### src/rtl/itoa_pkg.sv
`timescale 1ns / 1ps
// ----------------------------------------------------------------------------
// itoa_pkg
// Shared types, character codes and the digit encoder for the integer
// to ASCII formatter.
// ----------------------------------------------------------------------------
package itoa_pkg;

  localparam int unsigned MAX_DIGITS = 11;
  localparam int unsigned PAD_MAX    = 31;

  // 2^35 / 10 rounded up; (x * RECIP10) >> 35 == x / 10 for any 32-bit x
  localparam logic [31:0] RECIP10    = 32'hCCCC_CCCD;
  localparam int unsigned RECIP_SHFT = 35;

  localparam logic [7:0] CH_ZERO  = 8'h30;  // '0'
  localparam logic [7:0] CH_SPACE = 8'h20;  // ' '
  localparam logic [7:0] CH_MINUS = 8'h2D;  // '-'
  localparam logic [7:0] CH_A     = 8'h41;  // 'A'

  typedef logic [3:0] digit_t;

  // quotient and digit from one division step
  typedef struct packed {
    logic [31:0] quot;
    digit_t      digit;
  } dig_res_t;

  function automatic logic [7:0] digit_char(input digit_t d);
    logic [7:0] c;
    if (d >= 4'd10) begin
      c = {4'b0, d} - 8'd10 + CH_A;
    end else begin
      c = {4'b0, d} + CH_ZERO;
    end
    return c;
  endfunction

endpackage

### src/rtl/itoa_digit_unit.sv
`timescale 1ns / 1ps
// ----------------------------------------------------------------------------
// itoa_digit_unit
// Shared divide-by-base unit: one low digit and the quotient per use.
// Decimal goes through a registered reciprocal multiply, hex is a shift.
// ----------------------------------------------------------------------------
module itoa_digit_unit import itoa_pkg::*; (
  input  logic        clk,
  input  logic        load,
  input  logic        hex,
  input  logic [31:0] x,
  output dig_res_t    res
);

  logic [31:0] x_r, x_nxt;
  logic        hex_r, hex_nxt;
  logic [63:0] prod_r, prod_nxt;

  logic [31:0] q_dec;
  logic [31:0] q_times10;
  logic [31:0] rem_dec;

  always_comb begin
    x_nxt    = x_r;
    hex_nxt  = hex_r;
    prod_nxt = prod_r;
    if (load) begin
      x_nxt    = x;
      hex_nxt  = hex;
      prod_nxt = {32'b0, x} * {32'b0, RECIP10};
    end
  end

  always_ff @(posedge clk) begin
    x_r    <= x_nxt;
    hex_r  <= hex_nxt;
    prod_r <= prod_nxt;
  end

  // remainder = x - 10*q, with 10*q as two shifted adds
  assign q_dec     = 32'(prod_r >> RECIP_SHFT);
  assign q_times10 = {q_dec[28:0], 3'b0} + {q_dec[30:0], 1'b0};
  assign rem_dec   = x_r - q_times10;

  always_comb begin
    if (hex_r) begin
      res.quot  = {4'b0, x_r[31:4]};
      res.digit = x_r[3:0];
    end else begin
      res.quot  = q_dec;
      res.digit = rem_dec[3:0];
    end
  end

endmodule

### src/rtl/integer_to_ascii_formatter.sv
`timescale 1ns / 1ps
// Each digit passes S_MUL (multiply), then S_DIG (digit write-back), up to 10
//   digits, then one character per cycle out unless out_stall holds it, up to 31 characters.
// A new number is taken only back in S_IDLE, after the last character; the
//   rate is set by the single shared divide-by-base unit and serial output.
// Reset: rst_n synchronous, active low; clears sequencer and output valid.
// ----------------------------------------------------------------------------
// integer_to_ascii_formatter
// Formats a 32-bit value as decimal or upper-case hex ASCII, with optional
// sign and space or zero padding (padding ahead of the sign).
// ----------------------------------------------------------------------------
module integer_to_ascii_formatter import itoa_pkg::*; (
  input  logic        clk,
  input  logic        rst_n,
  // input channel
  input  logic        in_valid,
  output logic        in_stall,
  input  logic [31:0] in_value,
  input  logic        in_hex_base,
  input  logic        in_signed_mode,
  input  logic        in_zero_pad,
  input  logic [7:0]  in_pad_width,
  // result channel
  output logic        out_valid,
  input  logic        out_stall,
  output logic [7:0]  out_char_out,
  output logic        out_last
);

  // sequencer states
  localparam logic [1:0] S_IDLE = 2'd0;  // waiting for an input transfer
  localparam logic [1:0] S_MUL  = 2'd1;  // load divide unit
  localparam logic [1:0] S_DIG  = 2'd2;  // store digit, take quotient
  localparam logic [1:0] S_EMIT = 2'd3;  // stream characters out

  logic [1:0]  state_r, state_nxt;
  logic [31:0] mag_r, mag_nxt;
  logic        neg_r, neg_nxt;
  logic        hex_r, hex_nxt;
  logic        zp_r, zp_nxt;
  logic [4:0]  pad_r, pad_nxt;
  logic [3:0]  nd_r, nd_nxt;
  logic [4:0]  npad_r, npad_nxt;
  logic [4:0]  total_r, total_nxt;
  logic [4:0]  k_r, k_nxt;
  digit_t      digs_r [MAX_DIGITS];
  digit_t      digs_nxt [MAX_DIGITS];

  logic        out_valid_r, out_valid_nxt;
  logic [7:0]  out_char_r, out_char_nxt;
  logic        out_last_r, out_last_nxt;

  logic        in_xfer;
  logic        unit_load;
  dig_res_t    unit_res;

  logic [4:0]  body;
  logic [4:0]  rev_idx;
  logic [7:0]  next_char;
  logic        out_free;

  assign in_stall = (state_r != S_IDLE);
  assign in_xfer  = in_valid && !in_stall;
  assign unit_load = (state_r == S_MUL);

  itoa_digit_unit u_digit (
    .clk   (clk),
    .load  (unit_load),
    .hex   (hex_r),
    .x     (mag_r),
    .res   (unit_res)
  );

  // text length without padding, valid in S_DIG on the final digit
  assign body = 5'({1'b0, nd_r} + 5'd1 + {4'b0, neg_r});

  // position of the character being sent, counted from the right end
  assign rev_idx = total_r - 5'd1 - k_r;

  always_comb begin
    if (k_r < npad_r) begin
      next_char = zp_r ? CH_ZERO : CH_SPACE;
    end else if (neg_r && (k_r == npad_r)) begin
      next_char = CH_MINUS;
    end else begin
      next_char = digit_char(digs_r[rev_idx[3:0]]);
    end
  end

  // output register can take a new character
  assign out_free = !out_valid_r || !out_stall;

  always_comb begin
    state_nxt     = state_r;
    mag_nxt       = mag_r;
    neg_nxt       = neg_r;
    hex_nxt       = hex_r;
    zp_nxt        = zp_r;
    pad_nxt       = pad_r;
    nd_nxt        = nd_r;
    npad_nxt      = npad_r;
    total_nxt     = total_r;
    k_nxt         = k_r;
    digs_nxt      = digs_r;
    out_valid_nxt = out_valid_r && out_stall;
    out_char_nxt  = out_char_r;
    out_last_nxt  = out_last_r;

    case (state_r)
      S_IDLE: begin
        if (in_xfer) begin
          neg_nxt = in_signed_mode && in_value[31];
          mag_nxt = (in_signed_mode && in_value[31]) ? (32'd0 - in_value) : in_value;
          hex_nxt = in_hex_base;
          zp_nxt  = in_zero_pad;
          pad_nxt = (in_pad_width > 8'(PAD_MAX)) ? 5'(PAD_MAX) : in_pad_width[4:0];
          nd_nxt  = 4'd0;
          state_nxt = S_MUL;
        end
      end
      S_MUL: begin
        state_nxt = S_DIG;
      end
      S_DIG: begin
        digs_nxt[nd_r] = unit_res.digit;
        mag_nxt = unit_res.quot;
        nd_nxt  = nd_r + 4'd1;
        if ((unit_res.quot != 32'd0) && (nd_r + 4'd1 < 4'(MAX_DIGITS))) begin
          state_nxt = S_MUL;
        end else begin
          // pad count and total length from the finished digit count
          npad_nxt  = (pad_r > body) ? (pad_r - body) : 5'd0;
          total_nxt = (pad_r > body) ? pad_r : body;
          k_nxt     = 5'd0;
          state_nxt = S_EMIT;
        end
      end
      S_EMIT: begin
        if (out_free) begin
          out_valid_nxt = 1'b1;
          out_char_nxt  = next_char;
          out_last_nxt  = (k_r == total_r - 5'd1);
          k_nxt         = k_r + 5'd1;
          if (k_r == total_r - 5'd1) begin
            state_nxt = S_IDLE;
          end
        end
      end
      default: begin
        state_nxt = S_IDLE;
      end
    endcase
  end

  always_ff @(posedge clk) begin
    if (!rst_n) begin
      state_r     <= S_IDLE;
      out_valid_r <= 1'b0;
    end else begin
      state_r     <= state_nxt;
      out_valid_r <= out_valid_nxt;
    end
  end

  // datapath registers, no reset needed
  always_ff @(posedge clk) begin
    mag_r      <= mag_nxt;
    neg_r      <= neg_nxt;
    hex_r      <= hex_nxt;
    zp_r       <= zp_nxt;
    pad_r      <= pad_nxt;
    nd_r       <= nd_nxt;
    npad_r     <= npad_nxt;
    total_r    <= total_nxt;
    k_r        <= k_nxt;
    digs_r     <= digs_nxt;
    out_char_r <= out_char_nxt;
    out_last_r <= out_last_nxt;
  end

  assign out_valid    = out_valid_r;
  assign out_char_out = out_char_r;
  assign out_last     = out_last_r;

endmodule
### config.mk
export PLATFORM = sky130hd
export DESIGN_NAME = integer_to_ascii_formatter
export DESIGN_NICKNAME = d
export VERILOG_FILES = /design/src/rtl/itoa_pkg.sv /design/src/rtl/itoa_digit_unit.sv /design/src/rtl/integer_to_ascii_formatter.sv
export SDC_FILE = /design/constraint.sdc
export NUM_CORES = 1
export LEC_CHECK = 0
export BUFFER_PORTS_ARGS = -buffer_cell sky130_fd_sc_hd__buf_2
export CAP_MARGIN = 40
export CORE_ASPECT_RATIO = 0.9
export CORE_MARGIN = 5
export CORE_UTILIZATION = 46
export CTS_CLUSTER_DIAMETER = 100
export DETAILED_ROUTE_END_ITERATION = 10
export GPL_TIMING_DRIVEN = 0
export HOLD_SLACK_MARGIN = 0.06
export SYNTH_ARGS = -nofsm -noshare
export SYNTH_HDL_FRONTEND = slang
export SYNTH_SLANG_ARGS = --single-unit
### constraint.sdc
create_clock -name clk -period 6.6 [get_ports clk]
set_input_delay 0.66 -clock clk [delete_from_list [all_inputs] [get_ports clk]]
set_output_delay 0.66 -clock clk [all_outputs]
set_load 0.02 [all_outputs]
Word-level counts from Yosys, hierarchy flattened

Cells that the tools add are included.

Register bits after elaboration: 212
Bits of input ports: 47
Output and inout port bits: 11
Logic and storage cells: 109

Add/subtract/negate cells: 13
Multipliers: 1
$lt $le $gt $ge: 8
Equality and inequality tests: 9
Mux-type cells: 27
Bitwise operators: 3
Reduce and logical (&&, ||, !) cells: 21

Operators with widths:

| operator                                                                        | number |
|---|---|
| 32-bit by 32-bit multiplier with 64-bit output, second input constant           | 1 |
| 32-bit two-way mux                                                              | 2 |
| 32-bit one-hot mux with 2 select lines                                          | 1 |
| 44-bit bitwise mux                                                              | 1 |
| 33-bit two-way mux                                                              | 1 |
| 32-bit nonzero test                                                             | 1 |
| 1-bit by 32-bit subtractor with 32-bit output, first input constant             | 1 |
| 8-bit two-way mux                                                               | 3 |
| 5-bit two-way mux                                                               | 4 |
| 4-bit binary-select mux with 4-bit select                                       | 1 |
| 4-bit demux with 4-bit select                                                   | 1 |
| 4-bit two-way mux                                                               | 4 |
| 5-bit equality test                                                             | 2 |
| 5-bit >= comparator, second input constant                                      | 2 |
| 4-bit inverter with 5-bit output                                                | 2 |
| 5-bit one-hot mux with 2 select lines                                           | 1 |
| 8-bit by 7-bit adder with 8-bit output, second input constant                   | 1 |
| 8-bit by 5-bit greater-than comparator with 1-bit output, second input constant | 1 |
| 2-bit two-way mux                                                               | 4 |
| 2-bit inequality test, second input constant                                    | 4 |
| 2-bit one-hot mux with 4 select lines                                           | 1 |
| 4-bit one-hot mux with 2 select lines                                           | 1 |
| 2-bit AND reduction                                                             | 4 |
| 4-bit subtractor                                                                | 2 |
| 24 further kinds                                                                | 36 |

Longest topological paths before layout

Word-level depth: 11
Mapped depth: 25
Mapped depth without buffers: 25

Hierarchy

From an unflattened synthesis, not the netlist that was laid out.

Cells, all modules: 2340
Area, all modules: 25385.6 µm²

Modules (own cells, without submodules):

| module                     | instances | cells each | area an instance (µm²) | seq. area each (µm²) |
|---|---|---|---|---|
| itoa_digit_unit            | 1         | 1807       | 19134.6                | 1861.8 |
| integer_to_ascii_formatter | 1         | 533        | 6251.0                 | 3393.3 |

Worst setup path after synthesis

OpenSTA, ideal clock, no wires.

Kind: flip-flop to flip-flop
From: register mag_r[9]
To: register u_digit.prod_r[54] (data pin)
Library setup time: 0.262 ns
Data arrival time: 6.745 ns
Required time: 6.338 ns
Slack: -0.407 ns
Cell stages (with the launch flop): 26
Buffers on the path: 1
Clock period less this slack: 7.007 ns
Cell sequence: edfxtp_1 > ha_1 > clkbuf_1 > xor2_1 > ha_1 > a21o_1 > fa_1 > inv_1 > fa_1 > inv_1 > fa_1 > fa_1 > fa_1 > inv_1 > fa_1 > inv_1 > ha_1 > a21oi_1 > nor2b_2 > a31o_1 > nor3b_1 > nor4_2 > o31ai_4 > a211oi_2 > o21ai_1 > xor2_1

Longest elaborated chain between the ends: 1

RTL lines:

| element                                        | line                              | RTL |
|---|---|---|
| from (decl)                                    | integer_to_ascii_formatter.sv:37  | `logic [31:0] mag_r, mag_nxt;` |
| from (signal assigned)                         | integer_to_ascii_formatter.sv:167 | `mag_r <= mag_nxt;` |
| 32-bit by 32-bit multiplier with 64-bit output | itoa_digit_unit.sv:30             | `prod_nxt = {32'b0, x} * {32'b0, RECIP10};` |
| to (signal assigned)                           | itoa_digit_unit.sv:37             | `prod_r <= prod_nxt;` |
| to (decl)                                      | itoa_digit_unit.sv:17             | `logic [63:0] prod_r, prod_nxt;` |

Every way passes these cells.
A chain may end at the register's enable or synchronous reset.

Final worst setup path

From: register mag_r[14]
To: register u_digit.prod_r[62] (data pin)

Same word-level chain as after synthesis.

==> flow_metrics.env <==
export IMPL_outcome="finished, violations left"
export IMPL_violations="setup timing"
export IMPL_die_x_um=257
export IMPL_num_vias=17615
export IMPL_htree_levels=4
export IMPL_cts_tree="built"
export IMPL_period_needed_ps=7220
export IMPL_synth_xor_area_share_pct=4.56
export IMPL_finalCoreUtilization_pct=55.1
export IMPL_syn_to_final_growth_pct=18.4
export IMPL_cap_violations=0
export IMPL_clkLatencyLatePin_ps=450
export IMPL_yosys_area_share_simple_pct=6.07
export IMPL_r2r_slack_ps=-620
export IMPL_slew_headroom_pct=40.2
export IMPL_synthArstFlopShare_pct=0
export IMPL_viasPerCell=5.30
export IMPL_design_area_mm2=0.0300
export IMPL_final_setup_viol_count=29
export IMPL_synthMuxAreaShare_pct=2.56
export IMPL_fin_skew_ps=16.0
export IMPL_avgSynthCellArea_um2=10.7
export IMPL_dr_first_iter_drc_count=1180
export IMPL_synth_top_family_by_area="adder cells"
export IMPL_r2r_cells=27
export IMPL_grt_usage_pct=24.2
export IMPL_drv_slew=0
export IMPL_start_kind="register"
export IMPL_arrival_ps=7410
export IMPL_drt_wl_total_um=71600
export IMPL_antennaDiodeCount=0
export IMPL_finalCritPeriodShare_pct=109
export IMPL_dr_pass1_iters=5
export IMPL_holdPathStages=1
export IMPL_ant_nets=0
export IMPL_timing_final_ws_setup_ps=-623
export IMPL_final_cell_mix="602 x inv_1, 375 x fa_1, 317 x ha_1, 173 x edfxtp_1, 126 x buf_4"
export IMPL_numCtsBuffers=17
export IMPL_placed_cell_area_mm2=0.0267
export IMPL_ys_warnings_count=0
export IMPL_grt_pass1_vias=18867
export IMPL_row_count=81
export IMPL_grt_max_degree=33
export IMPL_dp_hpwl_um=58500
export IMPL_ys_seq_elements=176
export IMPL_crit_fanout=4
export IMPL_final_hold_violation_count=0
export IMPL_grt_antenna_before_repair=1
export IMPL_syn_nets=3187
export IMPL_synth_cell_type_count=71
export IMPL_synth_compound_area_share_pct=6.72
export IMPL_drive_gt1_share_pct=18.6
export IMPL_synth_top_area_share_pct=30.8
export IMPL_ios=58
export IMPL_synth_top_cell_by_area="fa_1"
export IMPL_drc_errors=0
export IMPL_avgRoutedWirePerCell_um=21.5
export IMPL_max_freq_mhz=138
export IMPL_worstHoldStart="in_zero_pad"
export IMPL_clock_sinks=176
export IMPL_syn_area_mm2=0.0253
export IMPL_place_congestion=0.950
export IMPL_tightest_slew_ps=897
export IMPL_r2r_start="mag_r[14]"
export IMPL_mostFrequentLayoutCell="inv_1"
export IMPL_synth_edf_count=173
export IMPL_synth_ff_type="edfxtp_1"
export IMPL_synth_cells=2374
export IMPL_hold_path_class="in2reg"
export IMPL_portBuffers=56
export IMPL_rr_endpoint="u_digit.prod_r[62]"
export IMPL_clk_path_buf_depth=2
export IMPL_critPathKind="reg2reg"
export IMPL_die_area_mm2=0.0598
export IMPL_clkTransAtPathRegs_ps=80
export IMPL_die_h_um=233
export IMPL_root_buffer="clkbuf_16"
export IMPL_grt_ovfl_total=0
export IMPL_synth_area_leaders="fa_1 31%, edfxtp_1 21%, ha_1 19%"
export IMPL_fin_nets=3421
export IMPL_coreArea_mm2=0.0544
export IMPL_rsz0062_at_grt="yes"
export IMPL_holdWs_ps=408
export IMPL_synth_adder_area_share_pct=49.4
export IMPL_crit_path_start="mag_r[14]"
export IMPL_start_util_pct=46.5
export IMPL_min_to="zp_r"
export IMPL_end_kind="register"
export IMPL_ys_seq_area_share_pct=20.8
export IMPL_grt_pass1_wl_um=109000
export IMPL_worstPathRequired_ps=6780
-- layout make-up --
cell class,instances,area (um2)
Fill cell,4629,24500
Multi-Input combinational cell,1534,19000
Sequential cell,176,5260
Inverter,629,2370
Timing Repair Buffer,216,1680
Tap cell,705,882
Clock buffer,17,425
Buffer,34,210
Clock inverter,15,178
-- cells in the mapped netlist, drive strengths merged, types with 11 or more instances --
cell,instances
and3,13
nand2b,11
xnor2,51
nor3,18
nand2,90
a21oi,108
nand3,16
xor2,79
o21ai,61
nor2,69
buf,13
fa,389
nor2b,11
and2,28
edfxtp,173
ha,377
inv,629
nand4,16
a21o,39
nor4,15
clkbuf,22
mux2i,42
-- cell families (layout without fill, tap and decap cells) --
| group | after synthesis | after routing |
|---|---|---|
| AOI/OAI and AO/OA | 275 | 275 |
| xor gates and xnor gates | 130 | 130 |
| adders and majority gates | 766 | 766 |
| buffers and inverters | 664 | 911 |
| DFF | 176 | 176 |
| muxes | 54 | 54 |
| other | 1 | 1 |
| and+or+nand+nor | 308 | 308 |
-- metrics by stage --
| step | instances | setup TNS, ps | setup slack, ps |
|---|---|---|---|
| after global placement | 3135 | -48430 | -1970 |
| after CTS | 3288 | -12120 | -608 |
| after global routing | 3326 | -17570 | -832 |
| after floorplan | 2374 | 0 | 8.95 |
| after detailed placement | 3146 | -45390 | -1800 |
| final | 3326 | -12580 | -623 |
-- worst max-delay path by stage --
stage | endpoint | depth (start not counted)
after floorplan | u_digit.prod_r[52] | 24
final | u_digit.prod_r[62] | 27
after global routing | u_digit.prod_r[62] | 27
after CTS | u_digit.prod_r[62] | 27
after detailed placement | u_digit.prod_r[62] | 19
after global placement | u_digit.prod_r[54] | 22
-- per-layer routing --
metal  track usage, %  part of all wire, %  wire length (um)  vias up
met5                0                0.018                13        -
met4             7.67                  4.0              2840        2
met3             5.69                  7.3              5200      104
met2             40.1                   47             33500      568
met1             31.7                   42             30000     8884
li1                 -                    -                 -     8057
-- state kept, by name (all words and copies together) (netlist names) --
name and cells:
digs_r 44, u_digit.x_r 30, out_char_out 7, k_r 5, out_valid 1, neg_r 1
state_r 2, pad_r 5, u_digit.prod_r 31, mag_r 32, hex_r 1, zp_r 1
nd_r 4, total_r 5, u_digit.hex_r 1, npad_r 5, out_last 1
-- worst max-delay path, stage by stage, from the launching register on --
cell and delay, ps:
edfxtp_1 510, buf_6 180, ha_4 290, clkinvlp_4 110, fa_1 510, inv_1 60
fa_1 520, inv_2 50, fa_1 510, inv_2 40, fa_2 610, fa_1 450
fa_1 500, inv_1 60, fa_1 470, inv_1 60, ha_4 310, nand2_4 80
nor3_4 200, nand2_2 90, a31oi_4 220, nor4_4 70, buf_6 140, o31ai_4 170
buf_6 160, a21oi_4 80, o41ai_2 360, xnor2_1 150
-- repair_timing --
item | CTS | global route
hold buffers | 0 | 0
pin swaps | 82 | 83
setup endpoints to repair | 29 | 29
gates resized for setup | 229 | 76
buffers inserted | 111 | 40
Power is left out: the tool's default activity adds up to more than one toggle a clock period on the data nets, which glitch-free logic cannot reach.
